## config.mk

```make
export PLATFORM = sky130hd
export DESIGN_NAME = seven_segment_time_frame_writer
export DESIGN_NICKNAME = d
export VERILOG_FILES = /design/src/hdl/sstfw_pkg.sv /design/src/hdl/sstfw_digits.sv /design/src/hdl/sstfw_framer.sv /design/src/hdl/seven_segment_time_frame_writer.sv
export SDC_FILE = /design/constraint.sdc
export NUM_CORES = 1
export LEC_CHECK = 0
export BUFFER_PORTS_ARGS = -buffer_cell sky130_fd_sc_hd__buf_4
export CORE_UTILIZATION = 30
export CTS_CLUSTER_SIZE = 8
export DETAILED_ROUTE_END_ITERATION = 10
export SETUP_SLACK_MARGIN = 0.3
export SYNTH_ARGS = -nofsm -noshare
export SYNTH_HDL_FRONTEND = slang
export SYNTH_SLANG_ARGS = --single-unit
export TNS_END_PERCENT = 100
```

## constraint.sdc

```tcl
create_clock -name clk -period 6 [get_ports clk]
set_input_delay 0.3 -clock clk [delete_from_list [all_inputs] [get_ports clk]]
set_output_delay 0.3 -clock clk [all_outputs]
set_load 0.01 [all_outputs]
```

## src/hdl/sstfw_pkg.sv

```systemverilog
// Shared types, bus codes and digit helpers for the seven-segment frame writer.
`timescale 1ns / 1ps

package sstfw_pkg;

  localparam logic       OP_TIME    = 1'b0;
  localparam logic       OP_BRIGHT  = 1'b1;

  localparam logic [7:0] CMD_DATA   = 8'h40;
  localparam logic [7:0] CMD_ADDR   = 8'hC0;
  localparam logic [7:0] CMD_BRIGHT = 8'h87;
  localparam logic [7:0] COLON_BIT  = 8'h80;

  localparam int SEC_PER_MIN = 60;
  localparam int DIGIT_BASE  = 10;

  // floor(v / 60) == (v * RECIP60_WIDE) >> 21 for any 16-bit v
  localparam int RECIP60_WIDE   = 34953;
  localparam int RECIP60_SHIFT  = 21;
  // floor(q / 60) == (q * RECIP60_NARROW) >> 16 for q <= 1092
  localparam int RECIP60_NARROW = 1093;

  // byte position within a time frame
  typedef enum logic [2:0] {
    SLOT_DATA     = 3'd0,
    SLOT_ADDR     = 3'd1,
    SLOT_MIN_TENS = 3'd2,
    SLOT_MIN_ONES = 3'd3,
    SLOT_SEC_TENS = 3'd4,
    SLOT_SEC_ONES = 3'd5
  } slot_t;

  typedef struct packed {
    logic       op;
    logic [7:0] bright;
    logic [7:0] min_tens;
    logic [7:0] min_ones;
    logic [7:0] sec_tens;
    logic [7:0] sec_ones;
  } frame_t;

  function automatic logic [7:0] seg_pattern(input logic [3:0] digit);
    logic [7:0] pat;
    case (digit)
      4'd0:    pat = 8'h3f;
      4'd1:    pat = 8'h06;
      4'd2:    pat = 8'h5b;
      4'd3:    pat = 8'h4f;
      4'd4:    pat = 8'h66;
      4'd5:    pat = 8'h6d;
      4'd6:    pat = 8'h7d;
      4'd7:    pat = 8'h07;
      4'd8:    pat = 8'h7f;
      4'd9:    pat = 8'h6f;
      default: pat = 8'h00;
    endcase
    return pat;
  endfunction

  // tens digit of a value below 60
  function automatic logic [2:0] tens_of(input logic [5:0] val);
    logic [2:0] t;
    t = '0;
    for (int i = 1; i < 6; i++) begin
      if (val >= 6'(DIGIT_BASE * i)) t = 3'(i);
    end
    return t;
  endfunction

  function automatic logic [3:0] ones_of(input logic [5:0] val, input logic [2:0] tens);
    logic [5:0] rem;
    rem = val - 6'(6'(tens) * 6'(DIGIT_BASE));
    return rem[3:0];
  endfunction

endpackage

```

## src/hdl/sstfw_digits.sv

```systemverilog
// Elastic four-stage pipeline: command register, minute/second split, digit patterns.
`timescale 1ns / 1ps

module sstfw_digits import sstfw_pkg::*; (
  input  logic        clk,
  input  logic        rst_n,
  input  logic        in_valid,
  output logic        in_stall,
  input  logic        in_op,
  input  logic [15:0] in_seconds_count,
  input  logic        in_show_colon,
  input  logic [3:0]  in_brightness_level,
  output logic        frm_valid,
  input  logic        frm_ready,
  output frame_t      frm
);

  logic        s1_valid_r, s2_valid_r, s3_valid_r, s4_valid_r;
  logic        s1_free, s2_free, s3_free, s4_free;

  logic        s1_op_r, s1_colon_r;
  logic [15:0] s1_count_r;
  logic [3:0]  s1_level_r;

  logic        s2_op_r, s2_colon_r;
  logic [15:0] s2_count_r;
  logic [3:0]  s2_level_r;
  logic [10:0] s2_q1_r;

  logic        s3_op_r, s3_colon_r;
  logic [3:0]  s3_level_r;
  logic [5:0]  s3_sec_r;
  logic [10:0] s3_q1_r;
  logic [4:0]  s3_q2_r;

  frame_t      s4_frame_r;

  logic [31:0] q1_prod;
  logic [10:0] q1_nxt;
  logic [15:0] sec_diff;
  logic [5:0]  sec_nxt;
  logic [20:0] q2_prod;
  logic [4:0]  q2_nxt;
  logic [10:0] min_diff;
  logic [5:0]  min_val;
  logic [2:0]  sec_tens, min_tens;
  logic [3:0]  sec_ones, min_ones;
  frame_t      frame_nxt;

  assign s4_free  = !s4_valid_r || frm_ready;
  assign s3_free  = !s3_valid_r || s4_free;
  assign s2_free  = !s2_valid_r || s3_free;
  assign s1_free  = !s1_valid_r || s2_free;
  assign in_stall = !s1_free;

  assign frm_valid = s4_valid_r;
  assign frm       = s4_frame_r;

  always_comb begin
    // stage 2: whole minutes
    q1_prod = 32'(s1_count_r) * 32'(RECIP60_WIDE);
    q1_nxt  = q1_prod[RECIP60_SHIFT +: 11];
    // stage 3: seconds within the minute, whole hours
    sec_diff = s2_count_r - 16'(16'(s2_q1_r) * 16'(SEC_PER_MIN));
    sec_nxt  = sec_diff[5:0];
    q2_prod  = 21'(s2_q1_r) * 21'(RECIP60_NARROW);
    q2_nxt   = q2_prod[20:16];
    // stage 4: minutes within the hour, digits and patterns
    min_diff = s3_q1_r - 11'(11'(s3_q2_r) * 11'(SEC_PER_MIN));
    min_val  = min_diff[5:0];
    sec_tens = tens_of(s3_sec_r);
    sec_ones = ones_of(s3_sec_r, sec_tens);
    min_tens = tens_of(min_val);
    min_ones = ones_of(min_val, min_tens);

    frame_nxt.op       = s3_op_r;
    frame_nxt.bright   = CMD_BRIGHT + 8'(s3_level_r);
    frame_nxt.min_tens = seg_pattern(4'(min_tens));
    frame_nxt.min_ones = seg_pattern(min_ones) | (s3_colon_r ? COLON_BIT : 8'h00);
    frame_nxt.sec_tens = seg_pattern(4'(sec_tens));
    frame_nxt.sec_ones = seg_pattern(sec_ones);
  end

  always_ff @(posedge clk) begin
    if (!rst_n) begin
      s1_valid_r <= 1'b0;
      s2_valid_r <= 1'b0;
      s3_valid_r <= 1'b0;
      s4_valid_r <= 1'b0;
    end else begin
      if (s1_free) s1_valid_r <= in_valid;
      if (s2_free) s2_valid_r <= s1_valid_r;
      if (s3_free) s3_valid_r <= s2_valid_r;
      if (s4_free) s4_valid_r <= s3_valid_r;
    end
  end

  always_ff @(posedge clk) begin
    if (s1_free && in_valid) begin
      s1_op_r    <= in_op;
      s1_count_r <= in_seconds_count;
      s1_colon_r <= in_show_colon;
      s1_level_r <= in_brightness_level;
    end
    if (s2_free && s1_valid_r) begin
      s2_op_r    <= s1_op_r;
      s2_count_r <= s1_count_r;
      s2_colon_r <= s1_colon_r;
      s2_level_r <= s1_level_r;
      s2_q1_r    <= q1_nxt;
    end
    if (s3_free && s2_valid_r) begin
      s3_op_r    <= s2_op_r;
      s3_colon_r <= s2_colon_r;
      s3_level_r <= s2_level_r;
      s3_sec_r   <= sec_nxt;
      s3_q1_r    <= s2_q1_r;
      s3_q2_r    <= q2_nxt;
    end
    if (s4_free && s3_valid_r) begin
      s4_frame_r <= frame_nxt;
    end
  end

endmodule

```

## src/hdl/sstfw_framer.sv

```systemverilog
// Frame sequencer: walks one frame out byte by byte into the output register.
`timescale 1ns / 1ps

module sstfw_framer import sstfw_pkg::*; (
  input  logic       clk,
  input  logic       rst_n,
  input  logic       frm_valid,
  output logic       frm_ready,
  input  frame_t     frm,
  output logic       out_valid,
  input  logic       out_stall,
  output logic [7:0] out_bus_byte,
  output logic       out_start_before,
  output logic       out_stop_after,
  output logic       out_last
);

  logic       frame_valid_r;
  frame_t     frame_r;
  slot_t      slot_r, slot_nxt;

  logic       out_valid_r;
  logic [7:0] out_byte_r;
  logic       out_start_r, out_stop_r, out_last_r;

  logic       out_free, emit, cur_last;
  logic [7:0] byte_nxt;
  logic       start_nxt, stop_nxt, last_nxt;

  assign out_free  = !out_valid_r || !out_stall;
  assign emit      = frame_valid_r && out_free;
  assign cur_last  = (frame_r.op == OP_BRIGHT) || (slot_r == SLOT_SEC_ONES);
  assign frm_ready = !frame_valid_r || (emit && cur_last);
  assign slot_nxt  = slot_t'(slot_r + 3'd1);

  always_comb begin
    byte_nxt  = 8'h00;
    start_nxt = 1'b0;
    stop_nxt  = 1'b0;
    last_nxt  = 1'b0;
    if (frame_r.op == OP_BRIGHT) begin
      byte_nxt  = frame_r.bright;
      start_nxt = 1'b1;
      stop_nxt  = 1'b1;
      last_nxt  = 1'b1;
    end else begin
      case (slot_r)
        SLOT_DATA: begin
          byte_nxt  = CMD_DATA;
          start_nxt = 1'b1;
          stop_nxt  = 1'b1;
        end
        SLOT_ADDR: begin
          byte_nxt  = CMD_ADDR;
          start_nxt = 1'b1;
        end
        SLOT_MIN_TENS: byte_nxt = frame_r.min_tens;
        SLOT_MIN_ONES: byte_nxt = frame_r.min_ones;
        SLOT_SEC_TENS: byte_nxt = frame_r.sec_tens;
        SLOT_SEC_ONES: begin
          byte_nxt = frame_r.sec_ones;
          stop_nxt = 1'b1;
          last_nxt = 1'b1;
        end
        default: byte_nxt = 8'h00;
      endcase
    end
  end

  always_ff @(posedge clk) begin
    if (!rst_n) begin
      frame_valid_r <= 1'b0;
      slot_r        <= SLOT_DATA;
      out_valid_r   <= 1'b0;
    end else begin
      if (frm_ready) begin
        frame_valid_r <= frm_valid;
        slot_r        <= SLOT_DATA;
      end else if (emit) begin
        slot_r <= slot_nxt;
      end
      if (out_free) out_valid_r <= frame_valid_r;
    end
  end

  always_ff @(posedge clk) begin
    if (frm_ready && frm_valid) frame_r <= frm;
    if (emit) begin
      out_byte_r  <= byte_nxt;
      out_start_r <= start_nxt;
      out_stop_r  <= stop_nxt;
      out_last_r  <= last_nxt;
    end
  end

  assign out_valid        = out_valid_r;
  assign out_bus_byte     = out_byte_r;
  assign out_start_before = out_start_r;
  assign out_stop_after   = out_stop_r;
  assign out_last         = out_last_r;

endmodule

```

## src/hdl/seven_segment_time_frame_writer.sv

```systemverilog
// Top level of the seven-segment display frame writer.
//
//   channel | direction | handshake          | payload
//   --------+-----------+--------------------+---------------------------------------------
//   in_     | input     | in_valid/in_stall   | op, seconds_count, show_colon, brightness_level
//   out_    | output    | out_valid/out_stall | bus_byte, start_before, stop_after, last
//
// A time item yields six bytes; a brightness item yields one byte, so those run
// at one item per cycle while out_stall is low. The output register, sending one
// byte per cycle when not stalled, sets that rate. After acceptance into the command
// register an item passes three more pipeline stages, the frame register, then the output register.
// Reset (rst_n low, synchronous) empties the pipeline and the output register.
// A stalled output holds its byte; stalls back up stage by stage to in_stall.
`timescale 1ns / 1ps

module seven_segment_time_frame_writer import sstfw_pkg::*; (
  input  logic        clk,
  input  logic        rst_n,
  input  logic        in_valid,
  output logic        in_stall,
  input  logic        in_op,
  input  logic [15:0] in_seconds_count,
  input  logic        in_show_colon,
  input  logic [3:0]  in_brightness_level,
  output logic        out_valid,
  input  logic        out_stall,
  output logic [7:0]  out_bus_byte,
  output logic        out_start_before,
  output logic        out_stop_after,
  output logic        out_last
);

  logic   frm_valid;
  logic   frm_ready;
  frame_t frm;

  sstfw_digits u_digits (
    .clk                 (clk),
    .rst_n               (rst_n),
    .in_valid            (in_valid),
    .in_stall            (in_stall),
    .in_op               (in_op),
    .in_seconds_count    (in_seconds_count),
    .in_show_colon       (in_show_colon),
    .in_brightness_level (in_brightness_level),
    .frm_valid           (frm_valid),
    .frm_ready           (frm_ready),
    .frm                 (frm)
  );

  sstfw_framer u_framer (
    .clk              (clk),
    .rst_n            (rst_n),
    .frm_valid        (frm_valid),
    .frm_ready        (frm_ready),
    .frm              (frm),
    .out_valid        (out_valid),
    .out_stall        (out_stall),
    .out_bus_byte     (out_bus_byte),
    .out_start_before (out_start_before),
    .out_stop_after   (out_stop_after),
    .out_last         (out_last)
  );

endmodule

```

* Yosys cells after proc, flatten, opt, wreduce, memory -nomap -nowiden
Memory sizes are Yosys's and may differ from the RTL's. A register that Yosys moved wholly into a read port is not among the register bits. Index checks and enable logic that the tools add are counted.
Cells by class: $add $sub $neg 6, $mul 6, $lt $le $gt $ge 10, equal/unequal tests 5, mux-type cells 16, bitwise gates (word level) 2, reduce and logical (&&, ||, !) cells 26
Operators with widths (count):
- 8-bit one-hot mux with 6 select lines | 1
- 16-bit by 16-bit multiplier with 32-bit output, second input constant | 1
- 6-bit by 5-bit greater-or-equal comparator with 1-bit output, second input constant | 4
- 6-bit greater-or-equal comparator, second input constant | 4
- 11-bit by 11-bit multiplier with 21-bit output, second input constant | 1
- 8-bit two-way mux | 2
- 6-bit by 4-bit greater-or-equal comparator with 1-bit output, second input constant | 2
- 3-bit two-way mux | 4
- 6-bit subtractor | 2
- 11-bit by 4-bit multiplier with 4-bit output, second input constant | 1
- 8-bit by 4-bit adder with 8-bit output, first input constant | 1
- 1-bit logical NOT | 8
- 2-bit two-way mux | 4
- 8-bit bitwise OR | 1
- 4-bit subtractor | 2
- 1-bit logical AND | 7
- 1-bit logical OR | 7
- 3-bit by 2-bit equality test with 1-bit output, second input constant | 2
- 3-bit equality test, second input constant | 2
- 3-bit by 3-bit multiplier with 3-bit output, second input constant | 2
- 2-bit OR reduction | 3
- 5-bit by 4-bit multiplier with 4-bit output, second input constant | 1
- 1-bit two-way mux | 5
- 3-bit by 1-bit adder with 3-bit output, second input constant | 1
- 3 further kinds | 3
Storage, ports and cells: bits in registers 170, ROM bits 336, input bits 26, output and inout bits 13, logic and storage cells 113, memories 4
Memories:
- (no name shown) | words 16, bits a word 7, rd ports 1, clocked after Yosys merged registers in 0, write ports 0, line sstfw_pkg.sv:44 | case (digit)
- (no name shown) | words 16, bits a word 7, rd ports 1, clocked after Yosys merged registers in 1, write ports 0, line sstfw_pkg.sv:44
- (no name shown) | words 8, bits a word 7, rd ports 1, clocked after Yosys merged registers in 1, write ports 0, line sstfw_pkg.sv:44
- (no name shown) | words 8, bits a word 7, rd ports 1, clocked after Yosys merged registers in 1, write ports 0, line sstfw_pkg.sv:44

* Depth between registers and ports, before layout
An unclocked memory read counts as a cell.
word-level depth 12, depth in mapped cells 17, depth with buffers taken out 17

* Hierarchy
A second synthesis with hierarchy kept.
Unflattened totals: cells, all modules 853, area total of the unflattened synthesis 10515.1 µm²
Modules (own cells, without submodules):
- sstfw_digits | instances 1, cells each 725, area an instance 8360.5 µm²
- sstfw_framer | instances 1, cells each 128, area an instance 2154.6 µm²

* Least setup slack after synthesis
Ideal clock, no wire load.
path kind flip-flop to flip-flop, start register u_digits.s1_count_r[2], end register u_digits.s2_q1_r[10] (data pin), data arrival time 4121 ps, data required time 5731 ps, path slack 1610 ps, stages on the path, launching flop included 17, buffers on the path 0, cells stage by stage edfxtp_1 -> ha_1 -> fa_1 -> inv_1 -> fa_1 -> inv_1 -> ha_1 -> ha_1 -> ha_1 -> a21o_1 -> a21o_1 -> a211oi_1 -> o21a_1 -> nand2_1 -> a211oi_1 -> o31ai_1 -> xor2_1
Between the ends: longest elaborated chain between the ends 1
Ends and longest elaborated chain:
- from (decl) | line sstfw_digits.sv:22 | logic [15:0] s1_count_r;
- from (signal assigned) | line sstfw_digits.sv:101 | s1_count_r <= in_seconds_count;
- 16-bit by 16-bit multiplier with 32-bit output | line sstfw_digits.sv:61 | q1_prod = 32'(s1_count_r) * 32'(RECIP60_WIDE);
- net u_digits.q1_prod[31] | line sstfw_digits.sv:38 | logic [31:0] q1_prod;
- to (signal assigned) | line sstfw_digits.sv:110 | s2_q1_r <= q1_nxt;
- to (decl) | line sstfw_digits.sv:28 | logic [10:0] s2_q1_r;
The timed path passes the listed nets, and every way through them passes these cells. A chain may end at the register's enable or synchronous reset.

* Final worst setup path
start register u_digits.s1_count_r[6], end register u_digits.s2_q1_r[8] (data pin)
Same word-level chain as after synthesis.

==> results.sh <==
export IMPL_clkLatencyLatePin_ps=430
export IMPL_fillCellCount=3154
export IMPL_min_period_over_period=0.783
export IMPL_drtAntennaViolNets=0
export IMPL_wl_per_cell_um=12.3
export IMPL_finalSetupTns_ps=0
export IMPL_tritoncts="yes"
export IMPL_die_h_um=184
export IMPL_max_freq_mhz=213
export IMPL_dp_slack_ps=1360
export IMPL_yosys_warnings=0
export IMPL_power_density_nw_per_um2=455
export IMPL_yosys_cell_types_count=55
export IMPL_cp_max_fo=5
export IMPL_cp_arrival_ps=4860
export IMPL_drive_gt1_frac=0.103
export IMPL_syn_inst=796
export IMPL_holdBufCountCts=0
export IMPL_max_stage_delay_ps=570
export IMPL_cp_cell_sequence="ha_1 -> fa_1 -> inv_1 -> fa_1 -> inv_1 -> ha_1 -> ha_1 -> ha_1 -> a21o_1 -> a21o_1 -> a211oi_1 -> o21a_1 -> nand2_1 -> a31o_2 -> o21ai_0 -> a32oi_1"
export IMPL_ys_ff_latch=157
export IMPL_n_antenna_cell=0
export IMPL_syn_avg_cell_area_sq_um=12.4
export IMPL_cts_sinks=157
export IMPL_overflow=0
export IMPL_hold_viol=0
export IMPL_start_util=0.305
export IMPL_required_ps=6160
export IMPL_core_area_sq_um=32500
export IMPL_first_iter_violations=241
export IMPL_cp_buffers_inverters=2
export IMPL_track_usage=0.102
export IMPL_htreeDepth=4
export IMPL_synthTopCellsByArea="edfxtp_1, ha_1, fa_1"
export IMPL_status="complete, no violations"
export IMPL_cap_violations=0
export IMPL_grt_antenna_before_repair=0
export IMPL_clk_pin_slew_ps=70
export IMPL_regArea_sq_um=4620
export IMPL_port_buffers=38
export IMPL_grt_pass1_wl_um=27100
export IMPL_ctsResizeCount=0
export IMPL_grt_start_max_net_pins=36
export IMPL_die_width_um=184
export IMPL_yosys_area_top_type="edfxtp_1"
export IMPL_slew_viol_final=0
export IMPL_cp_top_family="adder cells"
export IMPL_drc_errors=0
export IMPL_multi_input_area_sq_um=4820
export IMPL_grt_pass1_vias=5779
export IMPL_ys_seq_area_frac=0.468
export IMPL_vias=5707
export IMPL_post_route_util=0.350
export IMPL_rows=66
export IMPL_final_setup_viol_count=0
export IMPL_startpoint_type="register"
export IMPL_yosysTopAreaCellShare=0.449
export IMPL_die_area_sq_um=33700
export IMPL_setup_slack_ps=1300
export IMPL_ir_drop_v=0.000284
export IMPL_synth_main_ff_cell="edfxtp_1"
export IMPL_critPathSlowestCell="fa_1"
export IMPL_clockBufferDepth=2
export IMPL_path_common_cell="ha_1"
export IMPL_synth_fp_nets=1044
export IMPL_yosysMostFrequentCell="ha_1"
export IMPL_rsz0062_at_grt="no"
export IMPL_hp_class="in -> reg"
export IMPL_worstMarginPinSlew_ps=1020
export IMPL_slew_headroom=0.319
export IMPL_cts_buffers=17
export IMPL_syn_area_sq_um=9890
export IMPL_firstDrtPassIters=4
export IMPL_skew_ps=9.73
export IMPL_drt_total_wl_um=16000
export IMPL_ioPinCount=39
export IMPL_cts_setup_buffers=0
export IMPL_nets=1096
export IMPL_syn_to_final_growth_pct=14.9
export IMPL_min_period_ps=4700
export IMPL_dp_hpwl_um=12800
export IMPL_power_leakage_nw=5.09
export IMPL_async_flop_share=0
export IMPL_path_class="reg -> reg"
export IMPL_synth_edf_count=148
export IMPL_vias_per_cell=4.38
export IMPL_synth_top_cells_by_count="ha_1, edfxtp_1, inv_1"
export IMPL_cts_root_buf="clkbuf_16"
export IMPL_place_congestion=0.814
export IMPL_end_kind="register"
==> area by class of cell <==
type                    count  area share
clock inverters            15      0.0167
inverters                 116      0.0383
well taps                 442      0.0487
flip-flops and latches    157       0.407
clock buffers              17      0.0374
repair buffers             42      0.0277
multi-input cells         514       0.424
==> metal layers <==
layer  track usage  vias to the layer above  wire length [um]
li1              -                     2943                 -
met1         0.126                     2682              7560
met2         0.176                       69              7820
met3        0.0222                       13               455
met4        0.0350                        0               210
met5             0                        -                 0
==> flip-flops by register name, summed over array words and instances (netlist names), 3 cells and up <==
name,count
u_framer.slot_r,3
u_digits.s1_level_r,4
u_digits.s2_q1_r,11
u_digits.s1_count_r,16
u_digits.s3_q2_r,4
u_digits.s2_count_r,6
u_digits.s3_sec_r,6
u_digits.s3_q1_r,6
u_framer.frame_r,35
u_digits.s3_level_r,4
u_digits.s2_level_r,4
u_framer.out_bus_byte,8
u_digits.frm,35
==> layout by cell type, fill, tap and decap left out, types with 4 or more instances in the layout <==
cell,instances
a21boi_0,5
a21o_1,14
a21oi_1,28
a221oi_1,5
a22oi_1,7
and3_1,4
buf_4,42
clkbuf_16,17
dfxtp_1,9
edfxtp_1,148
fa_1,29
ha_1,193
inv_1,115
inv_8,6
mux2i_1,5
nand2_1,39
nand2b_1,4
nand3_1,5
nand4_1,5
nor2_1,42
nor2b_1,8
nor3_1,8
o21a_1,8
o21ai_0,23
o21bai_1,4
o22ai_1,5
o31ai_1,4
or2_2,4
xnor2_1,18
xor2_1,9
==> power by group <==
| group | total (mW) | switching, mW | internal, mW |
|---|---|---|---|
| clock network | 1.09 | 0.492 | 0.602 |
| logic | 2.54 | 1.42 | 1.12 |
| registers | 1.53 | 0.0718 | 1.46 |
| total | 5.17 | 1.98 | 3.19 |
==> path summary, 6_finish.rpt <==
check	slack, ps	start	end	cells past startpoint
worst max register to register	1300	u_digits.s1_count_r[6]	u_digits.s2_q1_r[8]	16
worst min-delay path	40	in_brightness_level[3]	u_digits.s1_level_r[3]	1
worst max-delay path	1300	u_digits.s1_count_r[6]	u_digits.s2_q1_r[8]	16
worst min register to register	420	u_digits.s1_level_r[2]	u_digits.s2_level_r[2]	0
==> kinds of logic (layout without fill, tap and decap cells) <==
family                     count (synthesis)  after routing  share of synthesized area
adders and majority gates                223            223                      0.304
DFF                                      157            157                      0.468
AOI/OAI and AO/OA                        129            129                     0.0882
and+or+nand+nor                          127            127                     0.0583
buffers and inverters                    125            190                     0.0474
xor gates and xnor gates                  30             30                     0.0295
muxes                                      5              5                    0.00506
==> per-stage QoR <==
step | hold WS (ps) | total power [mW] | cells | area [sq um]
after floorplan | 399 | 3.54 | 796 | 9890
after global placement | 403 | 4.04 | 1271 | 10700
after detailed placement | 405 | 4.09 | 1271 | 10700
after CTS | 17.6 | 5.23 | 1303 | 11400
after global routing | 13.8 | 5.66 | 1303 | 11400
final | 36.8 | 5.17 | 1303 | 11400
==> worst reg2reg max path, cell delays in order (launching register included) <==
cell and delay (ps):
edfxtp_1 460, ha_1 350, fa_1 570, inv_1 70, fa_1 490, inv_1 40
ha_1 280, ha_1 300, ha_1 320, a21o_1 180, a21o_1 170, a211oi_1 290
o21a_1 190, nand2_1 120, a31o_2 260, o21ai_0 220, a32oi_1 100
Note: power is estimated with default switching activity, not from simulation.
